## src/hw/rtl/sha256_pkg.sv

```systemverilog
package sha256_pkg;

  localparam int WordW = 32;
  localparam int BlockBytes = 64;

  typedef enum logic [2:0] {
    ST_IDLE,
    ST_SCHED,
    ST_ROUND,
    ST_ADD,
    ST_PAD,
    ST_EMIT
  } state_t;

  typedef struct packed {
    logic load_byte;
    logic [7:0] byte_val;
    logic clr_len;
    logic add_len;
    logic start_rounds;
    logic do_round;
    logic do_add;
    logic reinit;
  } cmd_t;

  typedef struct packed {
    logic [5:0] fill;
    logic block_full;
    logic [5:0] round;
    logic [63:0] bits;
  } sts_t;

  localparam logic [31:0] IV [8] = '{
    32'h6a09e667, 32'hbb67ae85, 32'h3c6ef372, 32'ha54ff53a,
    32'h510e527f, 32'h9b05688c, 32'h1f83d9ab, 32'h5be0cd19
  };

  localparam logic [31:0] RK [64] = '{
    32'h428a2f98, 32'h71374491, 32'hb5c0fbcf, 32'he9b5dba5, 32'h3956c25b, 32'h59f111f1,
    32'h923f82a4, 32'hab1c5ed5, 32'hd807aa98, 32'h12835b01, 32'h243185be, 32'h550c7dc3,
    32'h72be5d74, 32'h80deb1fe, 32'h9bdc06a7, 32'hc19bf174, 32'he49b69c1, 32'hefbe4786,
    32'h0fc19dc6, 32'h240ca1cc, 32'h2de92c6f, 32'h4a7484aa, 32'h5cb0a9dc, 32'h76f988da,
    32'h983e5152, 32'ha831c66d, 32'hb00327c8, 32'hbf597fc7, 32'hc6e00bf3, 32'hd5a79147,
    32'h06ca6351, 32'h14292967, 32'h27b70a85, 32'h2e1b2138, 32'h4d2c6dfc, 32'h53380d13,
    32'h650a7354, 32'h766a0abb, 32'h81c2c92e, 32'h92722c85, 32'ha2bfe8a1, 32'ha81a664b,
    32'hc24b8b70, 32'hc76c51a3, 32'hd192e819, 32'hd6990624, 32'hf40e3585, 32'h106aa070,
    32'h19a4c116, 32'h1e376c08, 32'h2748774c, 32'h34b0bcb5, 32'h391c0cb3, 32'h4ed8aa4a,
    32'h5b9cca4f, 32'h682e6ff3, 32'h748f82ee, 32'h78a5636f, 32'h84c87814, 32'h8cc70208,
    32'h90befffa, 32'ha4506ceb, 32'hbef9a3f7, 32'hc67178f2
  };

  function automatic logic [31:0] rotr(input logic [31:0] x, input int n);
    rotr = (x >> n) | (x << (32 - n));
  endfunction

endpackage

```

## src/hw/rtl/sha256_message_hasher.sv

```systemverilog
// SHA-256 hasher fed one message byte per word. A word without a byte and
// without last leaves the controller idle; a byte word passes through the
// schedule check before the next word is taken, and each full 64-byte
// block adds the 64 serial rounds of the single round unit and the final
// hash add. A last word pads the message one byte a cycle, pausing while a
// full block is hashed, runs the final one or two blocks, then presents
// the eight digest words H0 first and restarts from the initial hash. No
// word is taken while a block or the digest is in flight.
module sha256_message_hasher import sha256_pkg::*; (
  input  logic        clk,
  input  logic        rst_n,
  input  logic        in_valid,
  output logic        in_ready,
  input  logic [7:0]  in_data_byte,
  input  logic        in_has_byte,
  input  logic        in_is_last,
  output logic        out_valid,
  input  logic        out_ready,
  output logic [31:0] out_digest_word,
  output logic [2:0]  out_word_index,
  output logic        out_last_word
);

  cmd_t cmd;
  sts_t sts;

  sha256_ctrl u_ctrl (
    .clk, .rst_n, .in_valid, .in_ready, .in_data_byte, .in_has_byte,
    .in_is_last, .out_valid, .out_ready, .out_word_index, .out_last_word,
    .cmd, .sts
  );

  sha256_dp u_dp (
    .clk, .rst_n, .cmd, .sts, .rd_idx(out_word_index), .rd_word(out_digest_word)
  );

endmodule

```

## src/hw/rtl/sha256_dp.sv

```systemverilog
module sha256_dp import sha256_pkg::*; (
  input  logic        clk,
  input  logic        rst_n,
  input  cmd_t        cmd,
  output sts_t        sts,
  input  logic [2:0]  rd_idx,
  output logic [31:0] rd_word
);

  logic [31:0] h_r [8];
  logic [31:0] v_r [8];
  logic [31:0] w_r [16];
  logic [5:0]  fill_r;
  logic        full_r;
  logic [5:0]  rnd_r;
  logic [63:0] bits_r;

  logic [31:0] s0, s1, wnew, wcur, t1, t2, b0, b1, ch, mj;

  // window w_r[0] is the current schedule word
  always_comb begin
    wcur = w_r[0];
    s0 = rotr(w_r[1], 7) ^ rotr(w_r[1], 18) ^ (w_r[1] >> 3);
    s1 = rotr(w_r[14], 17) ^ rotr(w_r[14], 19) ^ (w_r[14] >> 10);
    wnew = w_r[0] + s0 + w_r[9] + s1;
    b1 = rotr(v_r[4], 6) ^ rotr(v_r[4], 11) ^ rotr(v_r[4], 25);
    ch = (v_r[4] & v_r[5]) ^ (~v_r[4] & v_r[6]);
    t1 = v_r[7] + b1 + ch + RK[rnd_r] + wcur;
    b0 = rotr(v_r[0], 2) ^ rotr(v_r[0], 13) ^ rotr(v_r[0], 22);
    mj = (v_r[0] & v_r[1]) ^ (v_r[0] & v_r[2]) ^ (v_r[1] & v_r[2]);
    t2 = b0 + mj;
  end

  always_ff @(posedge clk) begin
    if (!rst_n) begin
      fill_r <= '0;
      full_r <= 1'b0;
      bits_r <= '0;
      rnd_r <= '0;
      for (int i = 0; i < 8; i++) h_r[i] <= IV[i];
    end else begin
      if (cmd.add_len) bits_r <= bits_r + 64'd8;
      if (cmd.clr_len) bits_r <= '0;
      if (cmd.load_byte) begin
        w_r[fill_r[5:2]] <= {w_r[fill_r[5:2]][23:0], cmd.byte_val};
        fill_r <= fill_r + 6'd1;
        full_r <= (fill_r == 6'd63);
      end
      if (cmd.start_rounds) begin
        full_r <= 1'b0;
        rnd_r <= '0;
        for (int i = 0; i < 8; i++) v_r[i] <= h_r[i];
      end
      if (cmd.do_round) begin
        rnd_r <= rnd_r + 6'd1;
        for (int i = 0; i < 15; i++) w_r[i] <= w_r[i+1];
        w_r[15] <= wnew;
        v_r[7] <= v_r[6];
        v_r[6] <= v_r[5];
        v_r[5] <= v_r[4];
        v_r[4] <= v_r[3] + t1;
        v_r[3] <= v_r[2];
        v_r[2] <= v_r[1];
        v_r[1] <= v_r[0];
        v_r[0] <= t1 + t2;
      end
      if (cmd.do_add) begin
        for (int i = 0; i < 8; i++) h_r[i] <= h_r[i] + v_r[i];
      end
      if (cmd.reinit) begin
        for (int i = 0; i < 8; i++) h_r[i] <= IV[i];
        fill_r <= '0;
      end
    end
  end

  assign sts.fill = fill_r;
  assign sts.block_full = full_r;
  assign sts.round = rnd_r;
  assign sts.bits = bits_r;
  assign rd_word = h_r[rd_idx];

endmodule

```

## src/hw/rtl/sha256_ctrl.sv

```systemverilog
module sha256_ctrl import sha256_pkg::*; (
  input  logic        clk,
  input  logic        rst_n,
  input  logic        in_valid,
  output logic        in_ready,
  input  logic [7:0]  in_data_byte,
  input  logic        in_has_byte,
  input  logic        in_is_last,
  output logic        out_valid,
  input  logic        out_ready,
  output logic [2:0]  out_word_index,
  output logic        out_last_word,
  output cmd_t        cmd,
  input  sts_t        sts
);

  state_t      st_r, st_nxt;
  logic        last_r, last_nxt;
  logic        pad_r, pad_nxt;
  logic        ovf_r, ovf_nxt;
  logic        done_r, done_nxt;
  logic [63:0] len_r, len_nxt;
  logic [2:0]  idx_r, idx_nxt;
  logic        acc;

  assign acc = in_valid && in_ready;

  // padding byte selection
  logic [7:0] pad_byte;
  always_comb begin
    if (!pad_r) pad_byte = 8'h80;
    else if (ovf_r || sts.fill < 6'd56) pad_byte = 8'h00;
    else pad_byte = len_r[8'd63 - {2'b00, sts.fill[2:0], 3'b000} -: 8];
  end

  always_comb begin
    st_nxt = st_r;
    last_nxt = last_r;
    pad_nxt = pad_r;
    ovf_nxt = ovf_r;
    done_nxt = done_r;
    len_nxt = len_r;
    idx_nxt = idx_r;
    case (st_r)
      ST_IDLE: begin
        if (acc) begin
          last_nxt = in_is_last;
          len_nxt = sts.bits + (in_has_byte ? 64'd8 : 64'd0);
          pad_nxt = 1'b0;
          ovf_nxt = 1'b0;
          done_nxt = 1'b0;
          if (in_has_byte) st_nxt = ST_SCHED;
          else if (in_is_last) st_nxt = ST_PAD;
        end
      end
      ST_SCHED: begin
        if (sts.block_full) st_nxt = ST_ROUND;
        else if (last_r) st_nxt = ST_PAD;
        else st_nxt = ST_IDLE;
      end
      ST_ROUND: begin
        if (sts.round == 6'd63) st_nxt = ST_ADD;
      end
      ST_ADD: begin
        if (!last_r) st_nxt = ST_IDLE;
        else if (done_r) st_nxt = ST_EMIT;
        else st_nxt = ST_PAD;
      end
      ST_PAD: begin
        pad_nxt = 1'b1;
        // 0x80 too late for the length, rest of this block is zeros
        if (!pad_r && sts.fill >= 6'd56) ovf_nxt = 1'b1;
        if (sts.fill == 6'd63) begin
          st_nxt = ST_SCHED;
          ovf_nxt = 1'b0;
          if (pad_r && !ovf_r) done_nxt = 1'b1;
        end
      end
      ST_EMIT: begin
        if (out_ready) begin
          idx_nxt = idx_r + 3'd1;
          if (idx_r == 3'd7) st_nxt = ST_IDLE;
        end
      end
      default: st_nxt = ST_IDLE;
    endcase
  end

  always_comb begin
    cmd = '0;
    in_ready = 1'b0;
    out_valid = 1'b0;
    case (st_r)
      ST_IDLE: begin
        in_ready = 1'b1;
        cmd.load_byte = acc && in_has_byte;
        cmd.byte_val = in_data_byte;
        cmd.add_len = acc && in_has_byte;
      end
      ST_SCHED: cmd.start_rounds = sts.block_full;
      ST_ROUND: cmd.do_round = 1'b1;
      ST_ADD: cmd.do_add = 1'b1;
      ST_PAD: begin
        cmd.load_byte = 1'b1;
        cmd.byte_val = pad_byte;
      end
      ST_EMIT: begin
        out_valid = 1'b1;
        if (out_ready && idx_r == 3'd7) begin
          cmd.reinit = 1'b1;
          cmd.clr_len = 1'b1;
        end
      end
      default: ;
    endcase
  end

  always_ff @(posedge clk) begin
    if (!rst_n) begin
      st_r <= ST_IDLE;
      last_r <= 1'b0;
      pad_r <= 1'b0;
      ovf_r <= 1'b0;
      done_r <= 1'b0;
      idx_r <= '0;
    end else begin
      st_r <= st_nxt;
      last_r <= last_nxt;
      pad_r <= pad_nxt;
      ovf_r <= ovf_nxt;
      done_r <= done_nxt;
      idx_r <= idx_nxt;
    end
    len_r <= len_nxt;
  end

  assign out_word_index = idx_r;
  assign out_last_word = (idx_r == 3'd7);

endmodule
```

## config.mk

```make
export PLATFORM = sky130hd
export DESIGN_NAME = sha256_message_hasher
export DESIGN_NICKNAME = d
export VERILOG_FILES = /design/src/hw/rtl/sha256_pkg.sv /design/src/hw/rtl/sha256_message_hasher.sv /design/src/hw/rtl/sha256_dp.sv /design/src/hw/rtl/sha256_ctrl.sv
export SDC_FILE = /design/constraint.sdc
export NUM_CORES = 2
export LEC_CHECK = 0
export BUFFER_PORTS_ARGS = -buffer_cell sky130_fd_sc_hd__buf_2
export CAP_MARGIN = 40
export CELL_PAD_IN_SITES_DETAIL_PLACEMENT = 1
export CELL_PAD_IN_SITES_GLOBAL_PLACEMENT = 2
export CORE_MARGIN = 4
export CORE_UTILIZATION = 44
export DETAILED_ROUTE_END_ITERATION = 16
export PLACE_DENSITY_LB_ADDON = 0.1
export SYNTH_ARGS = -nofsm -noshare
export SYNTH_HDL_FRONTEND = slang
export SYNTH_HIERARCHICAL = 1
export SYNTH_SLANG_ARGS = --single-unit
```

## constraint.sdc

```tcl
create_clock -name clk -period 15.5 [get_ports clk]
set_input_delay 1.55 -clock clk [delete_from_list [all_inputs] [get_ports clk]]
set_output_delay 1.55 -clock clk [all_outputs]
set_load 0.05 [all_outputs]
```

==> results.json <==
{
  "status": "finished clean",
  "dr_wl_met3_um": 14300,
  "die_w_um": 432,
  "slew_headroom": 0.195,
  "die_area_um2": 187000,
  "cts_setup_buffers": 0,
  "synth_top_area_cell": "edfxtp_1",
  "cts-resized-gates": 0,
  "start_util": 0.443,
  "drt-total-wl_um": 292000,
  "synth_area_um2": 79200,
  "cts_made_buffers": 146,
  "final_cells": 9960,
  "drive_gt1_frac": 0.0980,
  "r2r_slack_ns": 4.27,
  "cts_root_buf": "clkbuf_16",
  "synth.most_common_cell": "nand2_1",
  "async_flop_share": 0,
  "worstReg2RegEnd": "u_dp/v_r[0][30]",
  "powerDensity_nw_per_um2": 91.3,
  "synth-edff-count": 960,
  "critPathSlowestCell": "dfxtp_1",
  "synth-seq-cells": 1176,
  "fin_nets": 8093,
  "first_pass_iters": 5,
  "ant_nets": 0,
  "seq_area_um2": 33200,
  "synthDominantCellAreaShare": 0.364,
  "hp-class": "reg2reg",
  "fin_crit_sh": 0.724,
  "io_pins": 52,
  "min_from": "u_ctrl/done_r",
  "hold_ws_ns": 0.489,
  "syn_avg_cell_area_um2": 10.4,
  "cts-htree-levels": 4,
  "grt_max_degree": 207,
  "r2r_cells": 40,
  "cts_num_sinks": 1176,
  "drc_errors": 0,
  "finalInstanceArea_um2": 86700,
  "io_buffers": 51,
  "critPathKind": "reg2reg",
  "n_fill_cell": 19300,
  "synthCells": 7612,
  "whs_endpoint": "u_ctrl/done_r",
  "rr_startpoint": "u_dp/rnd_r[1]",
  "area_delta_synth_final_pct": 9.53,
  "coreArea_um2": 179000,
  "skew_ns": 0.0444,
  "fin_ws_ns": 4.27,
  "yosys_warnings": 6,
  "max_stage_delay_ns": 0.78,
  "peakVddDrop_mv": 0.116,
  "end_kind": "register",
  "grt_usage": 0.310,
  "wl_met2_um": 141000,
  "vias": 60600,
  "wirelength_met1_um": 127000,
  "path_clk_slew_ns": 0.06,
  "clock.fmax_ghz": 0.0891,
  "hold_violations": 0,
  "setup_viol": 0,
  "wl_per_cell_um": 29.3,
  "dp_cells": 9692,
  "period_needed_ns": 11.23,
  "routabilityCongestion": 0.940,
  "finalMaxSlewViolations": 0,
  "critPathRequiredTime_ns": 16.00,
  "power_leakage_nw": 34.9,
  "cts_tree": "yes",
  "synthFlopType": "edfxtp_1",
  "postPlaceCellArea_um2": 82000,
  "ys_top_cells_by_area": "edfxtp_1, a21o_1, ha_1",
  "synth_common_cells": "nand2_1, edfxtp_1, a21o_1",
  "tns_ns": 0,
  "cp-start-kind": "register",
  "yosysUniqueCellTypes": 106,
  "grt_antenna_before_repair": 10,
  "min_delay_path_depth": 2,
  "arrival_ns": 11.73,
  "grt_overflow_total": 0,
  "dp_hpwl_um": 217000,
  "clock_path_buffers": 3,
  "grt_pass1_wl_um": 429000,
  "hold_buffers": 0,
  "path_max_fanout": 19,
  "drt_iter0_drc": 4831,
  "die_h_um": 432,
  "tightest_slew_ns": 1.21,
  "ys_seq_area_frac": 0.419,
  "multiInputGateArea_um2": 43300,
  "grt_pass1_vias": 61700,
  "avgViaCountPerCell": 6.08,
  "top_layer_used": "met5",
  "clock_latency_ns": 0.82,
  "rows": 155,
  "rsz0062_at_grt": "false",
  "drv_cap": 0,
  "post-place-ws_ns": 4.49
}
[placed cells by master, fill, tap and decap left out, types with 206 or more instances in the layout]
master       n
xnor2_1    439
xor2_1     246
dfxtp_1    206
o21ai_0    341
inv_1      332
edfxtp_1   960
nor2_1     426
nand2_1   1105
mux4_2     208
ha_1       399
a21oi_1    419
a21o_1     702
[kinds of logic (layout without fill, tap and decap cells)]
family                   count (synthesis)  in the layout  synth area share
AO/OA/AOI/OAI                         1926           1926             0.161
adder cells (fa/ha/maj)                598            598             0.113
other                                    1              6         0.0000474
XOR/XNOR                               687            687            0.0762
multiplexers                           322            322            0.0744
buffers and inverters                  784            772            0.0381
AND/OR/NAND/NOR                       2118           2118             0.119
flip-flops                            1176           1176             0.419
[sequential cells by signal (all words and copies together), names as in the netlist, named ones only]
signal                 flops
u_ctrl/ovf_r               1
u_dp/full_r                1
u_dp/w_r                 512
u_ctrl/last_r              1
u_ctrl/out_word_index      3
u_dp/bits_r               61
u_ctrl/len_r              64
u_dp/h_r                 256
u_dp/rnd_r                 6
u_ctrl/pad_r               1
u_dp/fill_r                6
u_dp/v_r                 256
u_ctrl/st_r                3
u_ctrl/done_r              1
[worst max path at each step]
stage,from,endpoint
3_3_place_gp,u_dp/rnd_r[1],u_dp/v_r[0][30]
4_1_cts,u_dp/rnd_r[1],u_dp/v_r[0][30]
6_report,u_dp/rnd_r[1],u_dp/v_r[0][30]
3_5_place_dp,u_dp/rnd_r[1],u_dp/v_r[0][30]
2_1_floorplan,rst_n,u_dp/v_r[0][0]
5_1_grt,u_dp/rnd_r[1],u_dp/v_r[0][30]
[metal layers]
metal  GRT usage  up-vias
met5           0        -
met4      0.0988        8
met3      0.0395      390
met2       0.518     1587
met1       0.419    31500
li1            -    27100
[stage by stage]
stage	util	total power, mW
after floorplan	-	4.26
after global placement	0.458	4.54
after detailed placement	0.459	4.56
after global routing	0.486	8.23
final	0.486	7.92
after CTS	0.486	8.00
[final cells by class]
type,instances,area share
multi-input combinational,5654,0.499
sequential,1176,0.383
clock buffer,197,0.0449
tap,2355,0.0340
timing repair buffer,169,0.0152
inverter,338,0.0147
clock inverter,68,0.00978
antenna,3,0.0000865
[report_power, final]
| group | switching (mW) | internal (mW) |
|---|---|---|
| clock | 1.47 | 1.94 |
| combinational | 0.608 | 0.396 |
| sequential | 0.0469 | 3.45 |
[worst max-delay path: cells and delay by family (launching register included)]
kind / cells / cell delay (ns)
buffers and inverters: 6 / 0.94
flip-flops: 1 / 0.78
AND/OR/NAND/NOR: 4 / 0.78
AO/OA/AOI/OAI: 20 / 4.39
adder cells (fa/ha/maj): 8 / 3.61
XOR/XNOR: 2 / 0.42
No activity file was read; power rests on OpenSTA's default activity.
